==> src/hdl/esc_pkg.sv <==
// ----------------------------------------------------------------------------
// esc_pkg: shared types and constants of the error sigma-clip filter
// Controller states, command and status bundles, result codes.
// ----------------------------------------------------------------------------
`timescale 1ns / 1ps
`default_nettype none

package esc_pkg;

   // clip threshold register, unsigned Q8.8
   localparam int SIGMA_BITS = 16;
   localparam logic [SIGMA_BITS-1:0] SIGMA_RESET = 16'd768;
   // lhs of the clip test is scaled by 2^16 (Q8.8 squared)
   localparam int FRAC_SHIFT = 16;

   // word kinds
   localparam logic KIND_LOAD     = 1'b0;
   localparam logic KIND_CLASSIFY = 1'b1;

   // result status codes
   typedef enum logic [1:0] {
      ST_OK       = 2'd0,
      ST_FEW      = 2'd1,
      ST_OVERFLOW = 2'd2
   } status_code_type;

   // serial multiplier operations
   typedef enum logic [1:0] {
      MUL_SUMSQ = 2'd0,  // n * sum(x^2)
      MUL_SUM   = 2'd1,  // sum(x) * sum(x)
      MUL_DEN   = 2'd2   // n * (n-1)
   } mul_op_type;

   typedef enum logic [4:0] {
      S_IDLE,
      S_DECODE,
      S_CLS_SQ,
      S_CLS_LO,
      S_CLS_HI,
      S_CLS_CMP,
      S_SEL_INIT,
      S_SCAN,
      S_DECIDE,
      S_MEDIAN,
      S_MUL1,
      S_MUL2,
      S_MUL3,
      S_DIV,
      S_FLOOR,
      S_SPREAD,
      S_RESULT
   } state_type;

   typedef struct packed {
      logic       latch;
      logic       load;
      logic       cls_first;
      logic       cls_sq;
      logic       cls_lo;
      logic       cls_hi;
      logic       cls_cmp;
      logic       sel_init;
      logic       sel_hi;
      logic       scan_start;
      logic       scan;
      logic       sel_decide;
      logic       sel_save_lo;
      logic       median_set;
      logic       mul_start;
      mul_op_type mul_op;
      logic       mul_step;
      logic       num_load;
      logic       num_sub;
      logic       den_load;
      logic       div_start;
      logic       div_step;
      logic       floor_sq;
      logic       spread;
      logic       rsp_load;
   } cmd_type;

   typedef struct packed {
      logic kind_cls;
      logic first_now;
      logic last;
      logic scan_done;
      logic sel_last;
      logic iter_done;
   } stat_type;

endpackage

`default_nettype wire

==> src/hdl/esc_ctrl.sv <==
// ----------------------------------------------------------------------------
// esc_ctrl: sequencing controller
// Handshakes, item decode, the classify steps and the statistics sequence (select, mul, divide).
// ----------------------------------------------------------------------------
`timescale 1ns / 1ps
`default_nettype none

module esc_ctrl (
   input  wire               clock,
   input  wire               reset,
   input  wire               req_valid,
   output logic              req_ready,
   output logic              rsp_valid,
   input  wire               rsp_ready,
   input  esc_pkg::stat_type stat,
   output esc_pkg::cmd_type  cmd
);

   esc_pkg::state_type state_ff, state_in;
   logic phase_ff, phase_in;    // 0: lower middle, 1: upper middle
   logic rsp_valid_ff, rsp_valid_in;
   logic rsp_free;

   assign rsp_free  = !rsp_valid_ff || rsp_ready;
   assign rsp_valid = rsp_valid_ff;

   // state and output-valid registers
   always_ff @(posedge clock) begin
      if (reset) begin
         state_ff     <= esc_pkg::S_IDLE;
         phase_ff     <= 1'b0;
         rsp_valid_ff <= 1'b0;
      end else begin
         state_ff     <= state_in;
         phase_ff     <= phase_in;
         rsp_valid_ff <= rsp_valid_in;
      end
   end

   // next state and commands
   always_comb begin
      state_in  = state_ff;
      phase_in  = phase_ff;
      cmd       = '0;
      req_ready = 1'b0;
      rsp_valid_in = rsp_valid_ff && !rsp_ready;
      unique case (state_ff)
         esc_pkg::S_IDLE: begin
            req_ready = 1'b1;
            if (req_valid) begin
               cmd.latch = 1'b1;
               state_in  = esc_pkg::S_DECODE;
            end
         end
         esc_pkg::S_DECODE: begin
            if (stat.kind_cls) begin
               if (stat.first_now) begin
                  cmd.cls_first = 1'b1;
                  state_in      = esc_pkg::S_RESULT;
               end else begin
                  cmd.cls_sq = 1'b1;
                  state_in   = esc_pkg::S_CLS_LO;
               end
            end else begin
               cmd.load = 1'b1;
               if (stat.last) begin
                  phase_in = 1'b0;
                  state_in = esc_pkg::S_SEL_INIT;
               end else begin
                  state_in = esc_pkg::S_IDLE;
               end
            end
         end
         esc_pkg::S_CLS_SQ: begin
            cmd.cls_sq = 1'b1;
            state_in   = esc_pkg::S_CLS_LO;
         end
         esc_pkg::S_CLS_LO: begin
            cmd.cls_lo = 1'b1;
            state_in   = esc_pkg::S_CLS_HI;
         end
         esc_pkg::S_CLS_HI: begin
            cmd.cls_hi = 1'b1;
            state_in   = esc_pkg::S_CLS_CMP;
         end
         esc_pkg::S_CLS_CMP: begin
            cmd.cls_cmp = 1'b1;
            state_in    = esc_pkg::S_RESULT;
         end
         esc_pkg::S_SEL_INIT: begin
            cmd.sel_init   = 1'b1;
            cmd.sel_hi     = phase_ff;
            cmd.scan_start = 1'b1;
            state_in       = esc_pkg::S_SCAN;
         end
         esc_pkg::S_SCAN: begin
            cmd.scan = 1'b1;
            if (stat.scan_done) state_in = esc_pkg::S_DECIDE;
         end
         esc_pkg::S_DECIDE: begin
            cmd.sel_decide = 1'b1;
            if (stat.sel_last) begin
               if (!phase_ff) begin
                  cmd.sel_save_lo = 1'b1;
                  phase_in        = 1'b1;
                  state_in        = esc_pkg::S_SEL_INIT;
               end else begin
                  state_in = esc_pkg::S_MEDIAN;
               end
            end else begin
               cmd.scan_start = 1'b1;
               state_in       = esc_pkg::S_SCAN;
            end
         end
         esc_pkg::S_MEDIAN: begin
            cmd.median_set = 1'b1;
            cmd.mul_start  = 1'b1;
            cmd.mul_op     = esc_pkg::MUL_SUMSQ;
            state_in       = esc_pkg::S_MUL1;
         end
         esc_pkg::S_MUL1: begin
            if (stat.iter_done) begin
               cmd.num_load  = 1'b1;
               cmd.mul_start = 1'b1;
               cmd.mul_op    = esc_pkg::MUL_SUM;
               state_in      = esc_pkg::S_MUL2;
            end else begin
               cmd.mul_step = 1'b1;
            end
         end
         esc_pkg::S_MUL2: begin
            if (stat.iter_done) begin
               cmd.num_sub   = 1'b1;
               cmd.mul_start = 1'b1;
               cmd.mul_op    = esc_pkg::MUL_DEN;
               state_in      = esc_pkg::S_MUL3;
            end else begin
               cmd.mul_step = 1'b1;
            end
         end
         esc_pkg::S_MUL3: begin
            if (stat.iter_done) begin
               cmd.den_load  = 1'b1;
               cmd.div_start = 1'b1;
               state_in      = esc_pkg::S_DIV;
            end else begin
               cmd.mul_step = 1'b1;
            end
         end
         esc_pkg::S_DIV: begin
            if (stat.iter_done) state_in = esc_pkg::S_FLOOR;
            else cmd.div_step = 1'b1;
         end
         esc_pkg::S_FLOOR: begin
            cmd.floor_sq = 1'b1;
            state_in     = esc_pkg::S_SPREAD;
         end
         esc_pkg::S_SPREAD: begin
            cmd.spread = 1'b1;
            state_in   = esc_pkg::S_RESULT;
         end
         esc_pkg::S_RESULT: begin
            if (rsp_free) begin
               cmd.rsp_load = 1'b1;
               rsp_valid_in = 1'b1;
               state_in     = esc_pkg::S_IDLE;
            end
         end
         default: state_in = esc_pkg::S_IDLE;
      endcase
   end

endmodule

`default_nettype wire

==> config.mk <==
export PLATFORM = sky130hd
export DESIGN_NAME = esc_ctrl
export DESIGN_NICKNAME = d
export VERILOG_FILES = /design/src/hdl/esc_pkg.sv /design/src/hdl/esc_ctrl.sv
export SDC_FILE = /design/constraint.sdc
export NUM_CORES = 1
export LEC_CHECK = 0
export BUFFER_PORTS_ARGS = -buffer_cell sky130_fd_sc_hd__clkbuf_2
export CAP_MARGIN = 20
export CORE_MARGIN = 5
export CORE_UTILIZATION = 45
export DETAILED_ROUTE_END_ITERATION = 12
export PLACE_DENSITY = 0.76
export SLEW_MARGIN = 20
export SYNTH_ARGS = -nofsm -noshare
export SYNTH_HDL_FRONTEND = slang
export SYNTH_SLANG_ARGS = --single-unit
==> constraint.sdc <==
create_clock -name clock -period 2.37 [get_ports clock]
set_input_delay 0.1185 -clock clock [delete_from_list [all_inputs] [get_ports clock]]
set_output_delay 0.1185 -clock clock [all_outputs]
set_load 0.005 [all_outputs]
==> metrics.md <==
| Metric | Value |
|---|---|
| Area taken by flip-flops and latches | 140 sq um |
| Maximum clock rate | 498 MHz |
| Crit-path max cell delay | about 0.57 ns |
| Portion of total power attributed to sequential cells | 25.7% |
| Num rows | 15 |
| CTS Buffer Depth | 2 |
| Final instance count without filler cells | around 170 |
| Post-Route Setup TNS | 0 ns |
| Antenna violations before repair | 0 |
| Worst-skew pair later-pin latency | 0.25 ns |
| Max FO, Critical Path | 14 |
| Combinational power share | 58.1% |
| Tightest Pin Transition | 0.395 ns |
| Clock edge transition at the registers on the reported setup and hold paths | 0.05 ns |
| Leading cell type in the layout, fill and taps excluded | sky130_fd_sc_hd__clkbuf_2 |
| Maximum number of pins on one net before global-route repair | 18 |
| Number of global-route vias before repair | 877 |
| Global-route wire length before repair | 3800 um |
| Drt drc | 0 |
| Initial DRT Pass Iterations | 4 |
| Slowest stage cell on the critical path | sky130_fd_sc_hd__or4_4 |
| CP Class | reg2reg |
| CTS tree | built |
| I/O pin cnt | 38 |
| Max Used Layer | met4 |
| Share of final-layout standard cells stronger than drive strength 1 | 33.1% |
| Worst vdd rail ir drop | 334 uV |
| Worst endpoint data arrival time | 2.19 ns |
| Routability-driven placement congestion ratio | 0.853 |
| Max-cap check violation count | 0 |
| Worst hold path depth | 2 |
| Number of synthesized flops with an enable pin | 0 |
| Count of yosys warnings during synthesis | 0 |
| Cell family contributing the most delay on the critical path | simple AND/OR/NAND/NOR gates |
| Synth Instances | around 120 |
| Clock skew after layout | 0.000965 ns |
| Antenna fix cells | 0 |
| Net switching power of the design | 0.296 mW |
| Critical Path Stages | 5 |
| Critical R2R Launch | state_ff[4] |
| CTS hold repair buffers | 0 |
| Critical Path Start Type | register |
| Async set or reset register ratio after synthesis | 0% |
| CTS H-tree lvls | 1 |
| Power per standard cell area | 683 mW/mm^2 |
| Buffers added on ports | 37 |
| Half-perimeter wire length after detailed placement | 1800 um |
| Leading register cell type out of synthesis | sky130_fd_sc_hd__dfxtp_1 |
| Worst max-slew margin expressed relative to the limit | 73.6% |
| Launch instance of the worst min-delay path | reset |
| Routed met1 length | 1040 um |
| Clock buffers created by TritonCTS | 3 |
| Area taken by multi-input logic gates | 556 sq um |
| RSZ-0062 raised after global routing | false |
| Total nets after synthesis | ~130 |
| Total Routing Usage GR | 18.4% |
| Logic depth of the worst register-to-register path | 5 |
| Clock Power Share | between 10% and 20% |
| Met3 wire length | approximately 150 um |
| Post-synthesis sequential area ratio | 17.8% |
| Max-slew violations | 0 |
| Buf/Inv on CP | 0 |
| R2R Path End | state_ff[2] |
| Post-CTS Repair Setup Buffers | 0 |
| Via density per instance | 5.69 |
| Routed length on met2 | roughly 1000 um |
| Crit path time final | between 2 and 2.5 ns |
| Ratio of final minimum period to clock period | a little over four fifths |
| Placed insts | 164 |
| Library cells used by synthesis | 33 |
| Combined area of all synthesized cells | 786 sq um |
| Area inside the core boundary | 0.00169 sq mm |
| Sw Share | 44.3% |
| Flop and latch count out of synthesis | 7 |
| Cell chain of the critical path | or3b_2 -> nor3_1 -> or4_4 -> or3b_1 -> a21oi_2 |
| Drt wl/cell | 13.3 um |
| Vertical die dimension | just over 50 um |
| Post-Synthesis Mean Instance Area | 6.77 sq um |
| Width of the chip | 51.8 um |
| Cell internal power dissipation | 0.372 mW |
| Die ar. | between 0.002 and 0.003 sq mm |
| Reg-to-reg setup timing slack | between 0.3 and 0.4 ns |
| Total number of nets in the final design | 162 |
| Critical path data required time | 2.55 ns |
| Highest-count cells in the layout ignoring fill and taps | sky130_fd_sc_hd__clkbuf_2, sky130_fd_sc_hd__nor2_1, sky130_fd_sc_hd__nand2_1, sky130_fd_sc_hd__nor3_1, sky130_fd_sc_hd__nand2b_1 |
| Leakage power figure | 0.465 nW |
| Filler Cell Count | 162 |
| Clock tree root buffer cell | sky130_fd_sc_hd__clkbuf_4 |
| Hold path endpoint | state_ff[2] |
| Min-Delay Path Class | in2reg |
| Run status | finished, final reports clean |
| Hold violation count in the final report | 0 |
| Routed vias | 956 |
| PnR Total Power | 0.668 mW |
| Clk sink count | 7 |
| Number of violations reported at the end of detailed-routing iteration 0 | 21 |
| Layout Area Growth over Synthesis | 24.4% |
| Remaining global-route overflow | 0 |
| Number of nets with antenna violations after routing | 0 |
| Kind of end point of the critical path | register |
| Routed WL | roughly 2200 um |
| Starting density of the core | between 40% and 50% |
| Post-cts resize count | 0 |
| Final Setup Violations | 0 |
## worst max path at each step
stage / from / endpoint / slack, ns
6_report: state_ff[4] / state_ff[2] / 0.36
5_1_grt: state_ff[4] / state_ff[2] / 0.22
4_1_cts: state_ff[4] / state_ff[2] / 0.36
3_5_place_dp: state_ff[4] / state_ff[2] / 0.37
3_3_place_gp: state_ff[4] / state_ff[2] / 0.43
2_1_floorplan: state_ff[2] / state_ff[2] / 0.49
## cells by family after synthesis
logic type | Yosys count | share of synthesized area, %
compound gates | 17 | 14.2
buf+inv | 13 | 11.5
flops | 7 | 17.8
mux | 2 | 2.55
simple gates | 77 | 54.0
## worst register-to-register path, delay by kind of cell, from the launching register on
family	cells	cell delay [ns]
AND/OR/NAND/NOR	4	1.25
flip-flops	1	0.56
AO/OA/AOI/OAI	1	0.14
## sequential cells by signal, summed over array words and instances, names as in the netlist
signal / cells
phase_ff: 1
rsp_valid: 1
state_ff: 5
## stage by stage
step	hold WS [ns]	area (sq um)	worst slack (ns)	utilization [%]
final	0.150	977	0.361	57.9
after global routing	0.173	977	0.217	57.9
after CTS	0.146	977	0.356	57.9
after detailed placement	0.408	951	0.368	56.3
after global placement	0.397	951	0.429	56.3
after floorplan	0.181	786	0.489	-
## cells in the mapped netlist (3+ instances only)
master | count | share of area (%)
sky130_fd_sc_hd__clkbuf_1 | 4 | 1.9
sky130_fd_sc_hd__nor2_1 | 18 | 8.6
sky130_fd_sc_hd__nor4_1 | 5 | 4.0
sky130_fd_sc_hd__nor2b_1 | 6 | 4.8
sky130_fd_sc_hd__nor3_1 | 11 | 7.0
sky130_fd_sc_hd__buf_6 | 3 | 4.3
sky130_fd_sc_hd__nand2_1 | 11 | 5.3
sky130_fd_sc_hd__nand3b_1 | 3 | 2.9
sky130_fd_sc_hd__dfxtp_1 | 7 | 18
sky130_fd_sc_hd__nand2b_1 | 8 | 6.4
sky130_fd_sc_hd__a21oi_1 | 6 | 3.8
sky130_fd_sc_hd__buf_4 | 5 | 4.8
## power by group through the flow
stage	logic [mW]	clock network [mW]	registers (mW)
floorplan	0.310	0	0.152
global placement	0.378	0	0.172
detailed placement	0.383	0	0.173
CTS	0.384	0.112	0.171
global route	0.428	0.118	0.177
finish	0.388	0.108	0.171
## cell type report
| cell class | count | area share (%) |
|---|---|---|
| Clock buffer | 4 | 2.69 |
| Tap cell | 17 | 2.18 |
| Timing Repair Buffer | 43 | 23.6 |
| Inverter | 1 | 0.384 |
| Sequential cell | 7 | 14.3 |
| Multi-Input combinational cell | 96 | 56.9 |
## routing by layer
layer	track usage, %	vias to the layer above
li1	-	487
met1	23.3	435
met2	31.1	30
met3	2.87	4
met4	6.99	0
met5	0	-
Note: power is estimated with default switching activity, not from simulation.
